**src/sv/rsbt_pkg.sv**
```systemverilog
// Shared types and constants of the resource state barrier tracker.
// Holds request codes, barrier kinds, stream layout and table interface structs.
// No dependencies.
`default_nettype none

package rsbt_pkg;

	// request opcodes, carried in s_axis_tuser
	typedef enum logic [1:0] {
		OP_DECLARE = 2'd0,
		OP_USE     = 2'd1,
		OP_FINISH  = 2'd2
	} op_e;

	// barrier kinds, carried in m_axis_tuser
	typedef enum logic [1:0] {
		KIND_NONE       = 2'd0,
		KIND_TRANSITION = 2'd1,
		KIND_UAV        = 2'd2
	} kind_e;

	// access codes of a use request
	localparam logic [1:0] ACC_READ       = 2'd0;
	localparam logic [1:0] ACC_WRITE      = 2'd1;
	localparam logic [1:0] ACC_READ_WRITE = 2'd2;

	localparam int unsigned OP_W    = 2;
	localparam int unsigned KIND_W  = 2;
	localparam int unsigned RES_W   = 6;
	localparam int unsigned WORD_W  = 32;
	localparam int unsigned ACC_W   = 2;

	localparam logic [WORD_W-1:0] UAV_MASK_RESET = 32'd8;

	// request tdata layout, lowest bit first
	localparam int unsigned IN_TDATA_W   = 80;
	localparam int unsigned IN_RES_LO    = 0;
	localparam int unsigned IN_STATE_LO  = 6;
	localparam int unsigned IN_FINAL_LO  = 38;
	localparam int unsigned IN_HASFIN_B  = 70;
	localparam int unsigned IN_AUTO_B    = 71;
	localparam int unsigned IN_ACC_LO    = 72;

	// result tdata layout, lowest bit first
	localparam int unsigned OUT_TDATA_W  = 72;
	localparam int unsigned OUT_PAD_W    = 2;

	// table update, already qualified by the stage advancing
	typedef struct packed {
		logic decl;          // load entry, clear history
		logic use_upd;       // tracked use: store state, update history
		logic final_wanted;
		logic tracked;
		logic uav;
		logic uav_wr;
	} tbl_wr_t;

	// per-entry flags read at the stage-1 address
	typedef struct packed {
		logic final_wanted;
		logic tracked;
		logic prior_uav;
		logic prior_uav_wr;
	} tbl_flags_t;

endpackage

`default_nettype wire

```
**src/sv/resource_state_barrier_tracker.sv**
```systemverilog
// Resource state barrier tracker: an accepted request waits in stage 1, then its result
// enters the result register (table read registered on accept, decision stored on advance);
// throughput one request per cycle; input stalls once stage 1 waits behind a held result.
// Reset clears the handshake state, the mask register (to 8) and all entry flags;
// state memories are not cleared: an entry is read for a result only after a declare.
// Depends on rsbt_pkg and rsbt_table.
`default_nettype none

module resource_state_barrier_tracker #(
	parameter int unsigned NUM_RESOURCES = 64,
	parameter int unsigned STATE_BITS    = 32
) (
	input  wire logic        clk,
	input  wire logic        arst_n,
	// configuration: uav_state_mask
	input  wire logic        cfg_wr_en,
	input  wire logic [31:0] cfg_wr_data,
	// requests
	input  wire logic        s_axis_tvalid,
	output logic             s_axis_tready,
	// resource_index[5:0], state_word[37:6], final_state_word[69:38], has_final[70],
	// auto_barriers[71], access[73:72], zero pad[79:74]
	input  wire logic [79:0] s_axis_tdata,
	// opcode[1:0]
	input  wire logic [1:0]  s_axis_tuser,
	// results
	output logic             m_axis_tvalid,
	input  wire logic        m_axis_tready,
	// barrier_resource[5:0], state_before[37:6], state_after[69:38], zero pad[71:70]
	output logic [71:0]      m_axis_tdata,
	// barrier_kind[1:0]
	output logic [1:0]       m_axis_tuser
);

	localparam int unsigned IDX_W = $clog2(NUM_RESOURCES);
	localparam logic [STATE_BITS-1:0] MASK_RESET = STATE_BITS'(rsbt_pkg::UAV_MASK_RESET);

	// ---------------------------------------------------------------------------
	// Configuration: unordered-access mask, kept at the internal state width
	// ---------------------------------------------------------------------------
	logic [STATE_BITS-1:0] uav_mask_q;

	always_ff @(posedge clk or negedge arst_n) begin
		if (!arst_n) begin
			uav_mask_q <= MASK_RESET;
		end else if (cfg_wr_en) begin
			uav_mask_q <= STATE_BITS'(cfg_wr_data);
		end
	end

	// ---------------------------------------------------------------------------
	// Handshake. Stage 1 holds the request while the table read comes back; the
	// result register parts the output side, so a request can be taken while a
	// finished result still waits.
	// ---------------------------------------------------------------------------
	logic s1_valid_q, out_valid_q;
	logic in_acc, s1_adv;

	assign s1_adv        = s1_valid_q && (!out_valid_q || m_axis_tready);
	assign s_axis_tready = !s1_valid_q || s1_adv;
	assign in_acc        = s_axis_tvalid && s_axis_tready;

	always_ff @(posedge clk or negedge arst_n) begin
		if (!arst_n) begin
			s1_valid_q  <= 1'b0;
			out_valid_q <= 1'b0;
		end else begin
			if (in_acc) begin
				s1_valid_q <= 1'b1;
			end else if (s1_adv) begin
				s1_valid_q <= 1'b0;
			end
			if (s1_adv) begin
				out_valid_q <= 1'b1;
			end else if (m_axis_tready) begin
				out_valid_q <= 1'b0;
			end
		end
	end

	// ---------------------------------------------------------------------------
	// Stage 1 payload: unpack the request on accept
	// ---------------------------------------------------------------------------
	rsbt_pkg::op_e                   op_s1;
	logic [rsbt_pkg::RES_W-1:0]      idx_s1;
	logic [STATE_BITS-1:0]           st_s1, fin_s1;
	logic                            has_final_s1, auto_s1;
	logic [rsbt_pkg::ACC_W-1:0]      acc_s1;
	logic [rsbt_pkg::RES_W-1:0]      in_idx;

	assign in_idx = s_axis_tdata[rsbt_pkg::IN_RES_LO +: rsbt_pkg::RES_W];

	always_ff @(posedge clk) begin
		if (in_acc) begin
			op_s1        <= rsbt_pkg::op_e'(s_axis_tuser);
			idx_s1       <= in_idx;
			st_s1        <= STATE_BITS'(s_axis_tdata[rsbt_pkg::IN_STATE_LO +: rsbt_pkg::WORD_W]);
			fin_s1       <= STATE_BITS'(s_axis_tdata[rsbt_pkg::IN_FINAL_LO +: rsbt_pkg::WORD_W]);
			has_final_s1 <= s_axis_tdata[rsbt_pkg::IN_HASFIN_B];
			auto_s1      <= s_axis_tdata[rsbt_pkg::IN_AUTO_B];
			acc_s1       <= s_axis_tdata[rsbt_pkg::IN_ACC_LO +: rsbt_pkg::ACC_W];
		end
	end

	// ---------------------------------------------------------------------------
	// Resource table
	// ---------------------------------------------------------------------------
	rsbt_pkg::tbl_wr_t     wr_d, tbl_wr;
	rsbt_pkg::tbl_flags_t  flags;
	logic [STATE_BITS-1:0] cur_state, final_state;
	logic [IDX_W-1:0]      addr_s1;

	assign addr_s1 = IDX_W'(idx_s1);
	// commit the update only on the edge the request leaves stage 1
	assign tbl_wr  = s1_adv ? wr_d : '0;

	rsbt_table #(
		.NUM_RESOURCES (NUM_RESOURCES),
		.STATE_BITS    (STATE_BITS)
	) u_table (
		.clk         (clk),
		.arst_n      (arst_n),
		.rd_en       (in_acc),
		.rd_addr     (IDX_W'(in_idx)),
		.wr          (tbl_wr),
		.wr_addr     (addr_s1),
		.wr_state    (st_s1),
		.wr_final    (fin_s1),
		.flag_addr   (addr_s1),
		.cur_state   (cur_state),
		.final_state (final_state),
		.flags       (flags)
	);

	// ---------------------------------------------------------------------------
	// Barrier decision
	// ---------------------------------------------------------------------------
	rsbt_pkg::kind_e            kind_d;
	logic [rsbt_pkg::RES_W-1:0] res_d;
	logic [STATE_BITS-1:0]      before_d, after_d;
	logic                       in_range, uav, writes;

	assign in_range = 32'(idx_s1) < 32'(NUM_RESOURCES);

	always_comb begin
		kind_d   = rsbt_pkg::KIND_NONE;
		res_d    = '0;
		before_d = '0;
		after_d  = '0;
		wr_d     = '0;
		uav      = |(st_s1 & uav_mask_q);
		writes   = acc_s1 inside {rsbt_pkg::ACC_WRITE, rsbt_pkg::ACC_READ_WRITE};
		if (s1_valid_q && in_range) begin
			case (op_s1)
				rsbt_pkg::OP_DECLARE: begin
					// load entry, clear its history
					wr_d.decl         = 1'b1;
					wr_d.final_wanted = has_final_s1;
					wr_d.tracked      = auto_s1;
				end
				rsbt_pkg::OP_USE: begin
					if (flags.tracked) begin
						wr_d.use_upd = 1'b1;
						wr_d.uav     = uav;
						wr_d.uav_wr  = uav && writes;
						if (cur_state != st_s1) begin
							kind_d   = rsbt_pkg::KIND_TRANSITION;
							res_d    = idx_s1;
							before_d = cur_state;
							after_d  = st_s1;
						end else if (flags.prior_uav && (flags.prior_uav_wr || writes) && uav) begin
							kind_d = rsbt_pkg::KIND_UAV;
							res_d  = idx_s1;
						end
					end
				end
				rsbt_pkg::OP_FINISH: begin
					// closing transition; table stays as it is
					if (flags.tracked && flags.final_wanted && (cur_state != final_state)) begin
						kind_d   = rsbt_pkg::KIND_TRANSITION;
						res_d    = idx_s1;
						before_d = cur_state;
						after_d  = final_state;
					end
				end
				default: begin
				end
			endcase
		end
	end

	// ---------------------------------------------------------------------------
	// Result register
	// ---------------------------------------------------------------------------
	rsbt_pkg::kind_e             out_kind_q;
	logic [rsbt_pkg::RES_W-1:0]  out_res_q;
	logic [rsbt_pkg::WORD_W-1:0] out_before_q, out_after_q;

	always_ff @(posedge clk) begin
		if (s1_adv) begin
			out_kind_q   <= kind_d;
			out_res_q    <= res_d;
			out_before_q <= rsbt_pkg::WORD_W'(before_d);
			out_after_q  <= rsbt_pkg::WORD_W'(after_d);
		end
	end

	assign m_axis_tvalid = out_valid_q;
	assign m_axis_tuser  = out_kind_q;
	assign m_axis_tdata  = {{rsbt_pkg::OUT_PAD_W{1'b0}}, out_after_q, out_before_q, out_res_q};

	// ---------------------------------------------------------------------------
	// Assertions
	// ---------------------------------------------------------------------------
	// a transition always moves to a different state
	a_trans_differs: assert property (@(posedge clk) disable iff (!arst_n)
		(s1_valid_q && (kind_d == rsbt_pkg::KIND_TRANSITION)) |-> (before_d != after_d))
		else $error("transition barrier with equal before and after state");

	// every request leaving stage 1 shows up as a result next cycle
	a_adv_result: assert property (@(posedge clk) disable iff (!arst_n)
		s1_adv |=> m_axis_tvalid)
		else $error("request left stage 1 without a result");

	// a no-barrier result carries no resource and no states
	a_none_zero: assert property (@(posedge clk) disable iff (!arst_n)
		(m_axis_tvalid && (m_axis_tuser == rsbt_pkg::KIND_NONE)) |->
		(m_axis_tdata == '0))
		else $error("no-barrier result with nonzero payload");

	// table updates happen only as a request leaves stage 1
	a_wr_on_adv: assert property (@(posedge clk) disable iff (!arst_n)
		(tbl_wr.decl || tbl_wr.use_upd) |-> (s1_adv && in_range))
		else $error("table update outside a stage-1 advance");

endmodule

`default_nettype wire

```
**src/sv/rsbt_table.sv**
```systemverilog
// Resource table: current and final state memories plus per-entry flag registers.
// Registered memory read with write-to-read bypass; flags read from flops.
// Depends on rsbt_pkg.
`default_nettype none

module rsbt_table #(
	parameter int unsigned NUM_RESOURCES = 64,
	parameter int unsigned STATE_BITS    = 32,
	localparam int unsigned IDX_W        = $clog2(NUM_RESOURCES)
) (
	input  wire logic                   clk,
	input  wire logic                   arst_n,
	input  wire logic                   rd_en,
	input  wire logic [IDX_W-1:0]       rd_addr,
	input  wire rsbt_pkg::tbl_wr_t      wr,
	input  wire logic [IDX_W-1:0]       wr_addr,
	input  wire logic [STATE_BITS-1:0]  wr_state,
	input  wire logic [STATE_BITS-1:0]  wr_final,
	input  wire logic [IDX_W-1:0]       flag_addr,
	output logic [STATE_BITS-1:0]       cur_state,
	output logic [STATE_BITS-1:0]       final_state,
	output rsbt_pkg::tbl_flags_t        flags
);

	logic [STATE_BITS-1:0]    cur_mem [NUM_RESOURCES];
	logic [STATE_BITS-1:0]    fin_mem [NUM_RESOURCES];
	logic [STATE_BITS-1:0]    cur_rd_q, fin_rd_q, cur_byp_q, fin_byp_q;
	logic                     cur_hit_q, fin_hit_q;
	logic [NUM_RESOURCES-1:0] fw_q, trk_q, pua_q, puw_q;
	logic                     cur_we;

	assign cur_we = wr.decl | wr.use_upd;

	always_ff @(posedge clk) begin
		if (cur_we) begin
			cur_mem[wr_addr] <= wr_state;
		end
		if (wr.decl) begin
			fin_mem[wr_addr] <= wr_final;
		end
		if (rd_en) begin
			cur_rd_q  <= cur_mem[rd_addr];
			fin_rd_q  <= fin_mem[rd_addr];
			cur_byp_q <= wr_state;
			fin_byp_q <= wr_final;
		end
	end

	// a write landing on the edge of the read wins over the stale memory word
	always_ff @(posedge clk or negedge arst_n) begin
		if (!arst_n) begin
			cur_hit_q <= 1'b0;
			fin_hit_q <= 1'b0;
		end else if (rd_en) begin
			cur_hit_q <= cur_we && (wr_addr == rd_addr);
			fin_hit_q <= wr.decl && (wr_addr == rd_addr);
		end
	end

	assign cur_state   = cur_hit_q ? cur_byp_q : cur_rd_q;
	assign final_state = fin_hit_q ? fin_byp_q : fin_rd_q;

	always_ff @(posedge clk or negedge arst_n) begin
		if (!arst_n) begin
			fw_q  <= '0;
			trk_q <= '0;
			pua_q <= '0;
			puw_q <= '0;
		end else if (wr.decl) begin
			fw_q[wr_addr]  <= wr.final_wanted;
			trk_q[wr_addr] <= wr.tracked;
			pua_q[wr_addr] <= 1'b0;
			puw_q[wr_addr] <= 1'b0;
		end else if (wr.use_upd) begin
			pua_q[wr_addr] <= wr.uav;
			puw_q[wr_addr] <= wr.uav_wr;
		end
	end

	assign flags.final_wanted = fw_q[flag_addr];
	assign flags.tracked      = trk_q[flag_addr];
	assign flags.prior_uav    = pua_q[flag_addr];
	assign flags.prior_uav_wr = puw_q[flag_addr];

endmodule

`default_nettype wire
```
**config.mk**
```make
export PLATFORM = sky130hd
export DESIGN_NAME = resource_state_barrier_tracker
export DESIGN_NICKNAME = d
export VERILOG_FILES = /design/src/sv/rsbt_pkg.sv /design/src/sv/resource_state_barrier_tracker.sv /design/src/sv/rsbt_table.sv
export SDC_FILE = /design/constraint.sdc
export NUM_CORES = 2
export LEC_CHECK = 0
export BUFFER_PORTS_ARGS = -buffer_cell sky130_fd_sc_hd__buf_2
export CORE_AREA = 3 3 637 639
export CTS_CLUSTER_SIZE = 20
export DETAILED_ROUTE_END_ITERATION = 16
export DIE_AREA = 0 0 640 642
export HOLD_SLACK_MARGIN = 0.15
export PLACE_DENSITY = 0.66
export SLEW_MARGIN = 20
export SYNTH_ARGS = -nofsm -noshare
export SYNTH_HDL_FRONTEND = slang
export SYNTH_SLANG_ARGS = --single-unit
```
**constraint.sdc**
```tcl
create_clock -name clk -period 6.6 [get_ports clk]
set_input_delay 0.66 -clock clk [delete_from_list [all_inputs] [get_ports clk]]
set_output_delay 0.66 -clock clk [all_outputs]
set_load 0.05 [all_outputs]
```
==> impl_results.html <==
<table>
<tr><th>Metric</th><th>Value</th></tr>
<tr><th colspan="2">Routing</th></tr>
<tr><td>Routed wire length</td><td>478000 um</td></tr>
<tr><td>Number of DRC markers after the initial detailed-route iteration</td><td>11920</td></tr>
<tr><td>Detail-routed net length per standard cell</td><td>33.97 um</td></tr>
<tr><td>Number of search-and-repair iterations in the first detailed-routing pass</td><td>8</td></tr>
<tr><td>Number of vias per cell after detailed routing</td><td>6.205</td></tr>
<tr><td>Post-route ant nets</td><td>0</td></tr>
<tr><td>Drt drc</td><td>0</td></tr>
<tr><td>Total vias in the final route</td><td>87310</td></tr>
<tr><th colspan="2">Die</th></tr>
<tr><td>Die Area</td><td>410900 sq um</td></tr>
<tr><td>Top Ports</td><td>195</td></tr>
<tr><td>Die Y-Extent</td><td>642 um</td></tr>
<tr><td>Starting density of the core</td><td>45.07%</td></tr>
<tr><td>Die width</td><td>640 um</td></tr>
<tr><td>CORE AREA</td><td>399700 sq um</td></tr>
<tr><td>Number of placement rows</td><td>232</td></tr>
<tr><th colspan="2">STA</th></tr>
<tr><td>Setup repair after global routing missed its margin</td><td>false</td></tr>
<tr><td>Hold Slack</td><td>252.6 ps</td></tr>
<tr><td>Shortest period the worst path allows</td><td>4766 ps</td></tr>
<tr><td>Maximum clock frequency</td><td>0.2098 GHz</td></tr>
<tr><td>Final setup slack of the worst path</td><td>1834 ps</td></tr>
<tr><td>Largest clock skew in the final design</td><td>130.7 ps</td></tr>
<tr><td>Final max-slew violation count</td><td>0</td></tr>
<tr><td>Total Negative Setup Slacks</td><td>0 ps</td></tr>
<tr><td>Slew Limit Headroom</td><td>18.68%</td></tr>
<tr><td>Slew at the pin with the worst max-slew slack</td><td>1220 ps</td></tr>
<tr><td>Final number of hold-violating endpoints</td><td>0</td></tr>
<tr><td>Fraction of the cycle the final worst path needs</td><td>72.21%</td></tr>
<tr><td>Final setup violating endpoints</td><td>0</td></tr>
<tr><th colspan="2">Final layout</th></tr>
<tr><td>Proportion of layout cells with a drive suffix above 1</td><td>32.89%</td></tr>
<tr><td>Net count reported at finish</td><td>8524</td></tr>
<tr><td>Count of filler cells inserted in the layout</td><td>30370</td></tr>
<tr><td>Area growth from synthesis to layout</td><td>14.21%</td></tr>
<tr><td>Post-layout util</td><td>51.48%</td></tr>
<tr><th colspan="2">Clocking</th></tr>
<tr><td>TritonCTS clock tree</td><td>yes</td></tr>
<tr><td>Count of buffers added by post-CTS timing repair for setup</td><td>0</td></tr>
<tr><td>Clock root buffer</td><td>sky130_fd_sc_hd__clkbuf_16</td></tr>
<tr><td>Worst-case clock buffer depth</td><td>4</td></tr>
<tr><td>TritonCTS Buffers</td><td>456</td></tr>
<tr><td>H-tree lvl count</td><td>5</td></tr>
<tr><td>CTS clk-pin slew, worst paths</td><td>60 ps</td></tr>
<tr><td>Worst-skew pair later-pin latency</td><td>1020 ps</td></tr>
<tr><td>Sink Count</td><td>4664</td></tr>
<tr><td>Post-cts gate resize count</td><td>0</td></tr>
<tr><td>Post-cts hold buffer count</td><td>104</td></tr>
<tr><th colspan="2">Placed design</th></tr>
<tr><td>Placer Congestion</td><td>0.8750</td></tr>
<tr><td>Number of buffer cells added on primary ports</td><td>186</td></tr>
<tr><td>Half-perimeter wire length after detailed placement</td><td>280400 um</td></tr>
<tr><td>Worst setup timing slack at the placement stage</td><td>1919 ps</td></tr>
<tr><th colspan="2">Pwr</th></tr>
<tr><td>Leakage power figure</td><td>65.04 nW</td></tr>
<tr><td>Maximum vdd drop</td><td>0.2644 mV</td></tr>
<tr><td>Pwr Density</td><td>301.0 nW/um^2</td></tr>
<tr><th colspan="2">Global route</th></tr>
<tr><td>Antenna violations before repair</td><td>26</td></tr>
<tr><td>Final global-route overflow total</td><td>0</td></tr>
<tr><td>Wire length of the first global-routing pass</td><td>674600 um</td></tr>
<tr><td>Vias in the first global route</td><td>88090</td></tr>
<tr><td>Pin count of the biggest net entering global routing</td><td>144</td></tr>
<tr><td>Overall track demand over capacity in global routing</td><td>23.04%</td></tr>
<tr><th colspan="2">Synth</th></tr>
<tr><td>Async S/R FF share, synth</td><td>6.261%</td></tr>
<tr><td>Number of storage elements in the synthesis netlist</td><td>4664</td></tr>
<tr><td>EDFF count, synth</td><td>4372</td></tr>
<tr><td>Summed instance area of the synthesized netlist</td><td>180200 sq um</td></tr>
<tr><td>Mean post-synth cell area</td><td>23.26 sq um</td></tr>
<tr><td>Proportion of synthesized chip area in sequential cells</td><td>76.93%</td></tr>
<tr><td>Synthesized netlist cell count</td><td>7746</td></tr>
<tr><td>Top flip-flop cell by instance count after synthesis</td><td>sky130_fd_sc_hd__edfxtp_1</td></tr>
<tr><td>Number of warnings issued by yosys</td><td>0</td></tr>
<tr><td>Number of different library cells in the post-synthesis netlist</td><td>73</td></tr>
<tr><th colspan="2">Critical path</th></tr>
<tr><td>Critical path startpoint category</td><td>flop</td></tr>
<tr><td>Crit path cell chain</td><td>buf_4, nor2b_1, a22oi_1, nand3_1, nand4_1, nor3_4, o31a_2, buf_4, nor2_4, buf_4</td></tr>
<tr><td>Beginning of the worst register-to-register path</td><td>addr_s1[1]</td></tr>
<tr><td>Arrival @ worst endpoint</td><td>5460 ps</td></tr>
<tr><td>Worst EP required</td><td>7290 ps</td></tr>
<tr><td>Top cell by count, worst path</td><td>sky130_fd_sc_hd__buf_4</td></tr>
<tr><td>Worst setup path start</td><td>addr_s1[1]</td></tr>
<tr><td>Cell with the largest stage delay on the worst path</td><td>sky130_fd_sc_hd__nor2b_1</td></tr>
<tr><td>Critical Path Max Stage Delay</td><td>810 ps</td></tr>
<tr><td>Critical path peak fanout</td><td>28</td></tr>
<tr><td>Setup crit end kind</td><td>flop</td></tr>
<tr><td>Kind of critical path</td><td>reg -&gt; reg</td></tr>
<tr><th colspan="2">Worst hold path</th></tr>
<tr><td>Beginning of the worst hold path</td><td>m_axis_tready</td></tr>
<tr><td>Class of the tightest hold or removal check</td><td>in -&gt; reg</td></tr>
<tr><th colspan="2">Outcome</th></tr>
<tr><td>Run status</td><td>completed</td></tr>
<tr><th colspan="2">Run</th></tr>
<tr><td>Max-capacitance violation count</td><td>0</td></tr>
</table>
-- per-layer routing --
layer / part of all wire [%] / global-route usage, %
met1: 38 / 31.94
met4: 4.0 / 8.053
met5: 0.013 / 0
met2: 49 / 37.06
met3: 8.7 / 4.040
-- sequential cells by signal, summed over array words and instances, names as in the netlist, 64 cells and up --
name / cells
u_table.trk_q: 64
u_table.puw_q: 64
u_table.fw_q: 64
u_table.fin_mem: 2048
u_table.cur_mem: 2048
u_table.pua_q: 64
-- power by group --
| part | switching (mW) | internal, mW |
|---|---|---|
| sequential | 0.184 | 32.7 |
| combinational | 2.24 | 1.29 |
| clock | 11.1 | 14.4 |
-- final timing paths --
check,slack [ps],endpoint,cells after the start
max,1830,u_table.cur_mem[5][30],10
min,250,m_axis_tvalid,3
max reg2reg,1830,u_table.cur_mem[5][30],10
min reg2reg,500,u_table.fw_q[26],1
max in group asynchronous,5010,u_table.fin_hit_q,3
min in group asynchronous,300,uav_mask_q[0],2
-- layout make-up --
type,count,area [sq um],area share (%)
inverters,13,58.81,0.02858
repair buffers,647,5299,2.575
clock inverters,276,2545,1.237
clock buffers,579,12110,5.887
flip-flops and latches,4664,138600,67.36
well taps,5265,6588,3.202
multi-input cells,2620,40540,19.70
diodes,8,20.02,0.009729
-- cell usage in the layout (no fill, tap or decap), types with 11 or more instances in the layout --
master	instances
sky130_fd_sc_hd__o2bb2ai_1	35
sky130_fd_sc_hd__clkbuf_8	11
sky130_fd_sc_hd__clkinv_2	100
sky130_fd_sc_hd__nor2_1	11
sky130_fd_sc_hd__nand4_1	18
sky130_fd_sc_hd__buf_4	310
sky130_fd_sc_hd__clkinv_1	100
sky130_fd_sc_hd__mux4_2	1368
sky130_fd_sc_hd__nand3_1	12
sky130_fd_sc_hd__nor2_4	128
sky130_fd_sc_hd__xnor2_1	68
sky130_fd_sc_hd__bufinv_16	37
sky130_fd_sc_hd__dlygate4sd3_1	104
sky130_fd_sc_hd__buf_12	47
sky130_fd_sc_hd__or3_1	33
sky130_fd_sc_hd__buf_2	179
sky130_fd_sc_hd__nor4_1	12
sky130_fd_sc_hd__o22ai_1	72
sky130_fd_sc_hd__clkbuf_16	462
sky130_fd_sc_hd__inv_1	11
sky130_fd_sc_hd__dfrtp_1	289
sky130_fd_sc_hd__o21bai_1	35
sky130_fd_sc_hd__clkinvlp_4	12
sky130_fd_sc_hd__nand2_1	90
sky130_fd_sc_hd__edfxtp_1	4372
sky130_fd_sc_hd__o21ai_1	17
sky130_fd_sc_hd__o21ai_0	145
sky130_fd_sc_hd__clkbuf_1	105
sky130_fd_sc_hd__mux2_2	169
sky130_fd_sc_hd__nor3_1	134
sky130_fd_sc_hd__mux2i_1	100
sky130_fd_sc_hd__a22oi_1	31
-- metrics by stage --
stage / cells / total power, mW / area, sq um
floorplan: 7747 / 35.48 / 180200
global placement: 13110 / 36.89 / 190000
detailed placement: 13110 / 36.97 / 190000
CTS: 14060 / 62.32 / 205700
global route: 14070 / 63.65 / 205700
finish: 14070 / 61.93 / 205800
-- cells in the mapped netlist (all sizes together), types with 6 or more instances --
cell	instances	area (sq um)
o21bai	35	262.8
buf	205	1067
or2	7	43.79
mux2i	100	1001
nand2b	9	56.30
nand3	12	60.06
a2bb2oi	6	58.80
a22oi	31	232.7
and3b	6	52.55
and2	6	37.54
o21ai	162	810.8
nor3b	6	67.57
nand4	18	112.6
nand3b	6	45.04
edfxtp	4372	131300
nor4	12	75.07
nor3	137	696.9
inv	13	48.80
o2bb2ai	35	306.5
o22ai	79	538.0
dfrtp	291	7282
mux4	1368	30810
a21oi	10	53.80
xnor2	68	595.6
or3	34	212.7
o221ai	6	52.55
mux2	169	1903
clkbuf	245	919.6
nand2	92	345.3
nor2	139	521.8
-- worst max-delay path: cells and delay by family, from the launching register on --
| family | cells | cell delay (ps) |
|---|---|---|
| and+or+nand+nor | 5 | 2070 |
| buffers and inverters | 3 | 1150 |
| AOI/OAI and AO/OA | 2 | 800 |
| DFF | 1 | 400 |
-- kinds of logic (layout without fill, tap and decap cells) --
family	Yosys count	count (layout)	share of synthesized area, %
buf+inv	463	1515	1.130
flops	4664	4664	76.93
other cells	1	10	0.002081
compound gates	408	408	1.506
simple gates	499	499	1.354
xor+xnor	71	71	0.3452
fa+ha+maj	3	3	0.02084
mux	1637	1637	18.71
(Power assumes the default switching activity.)
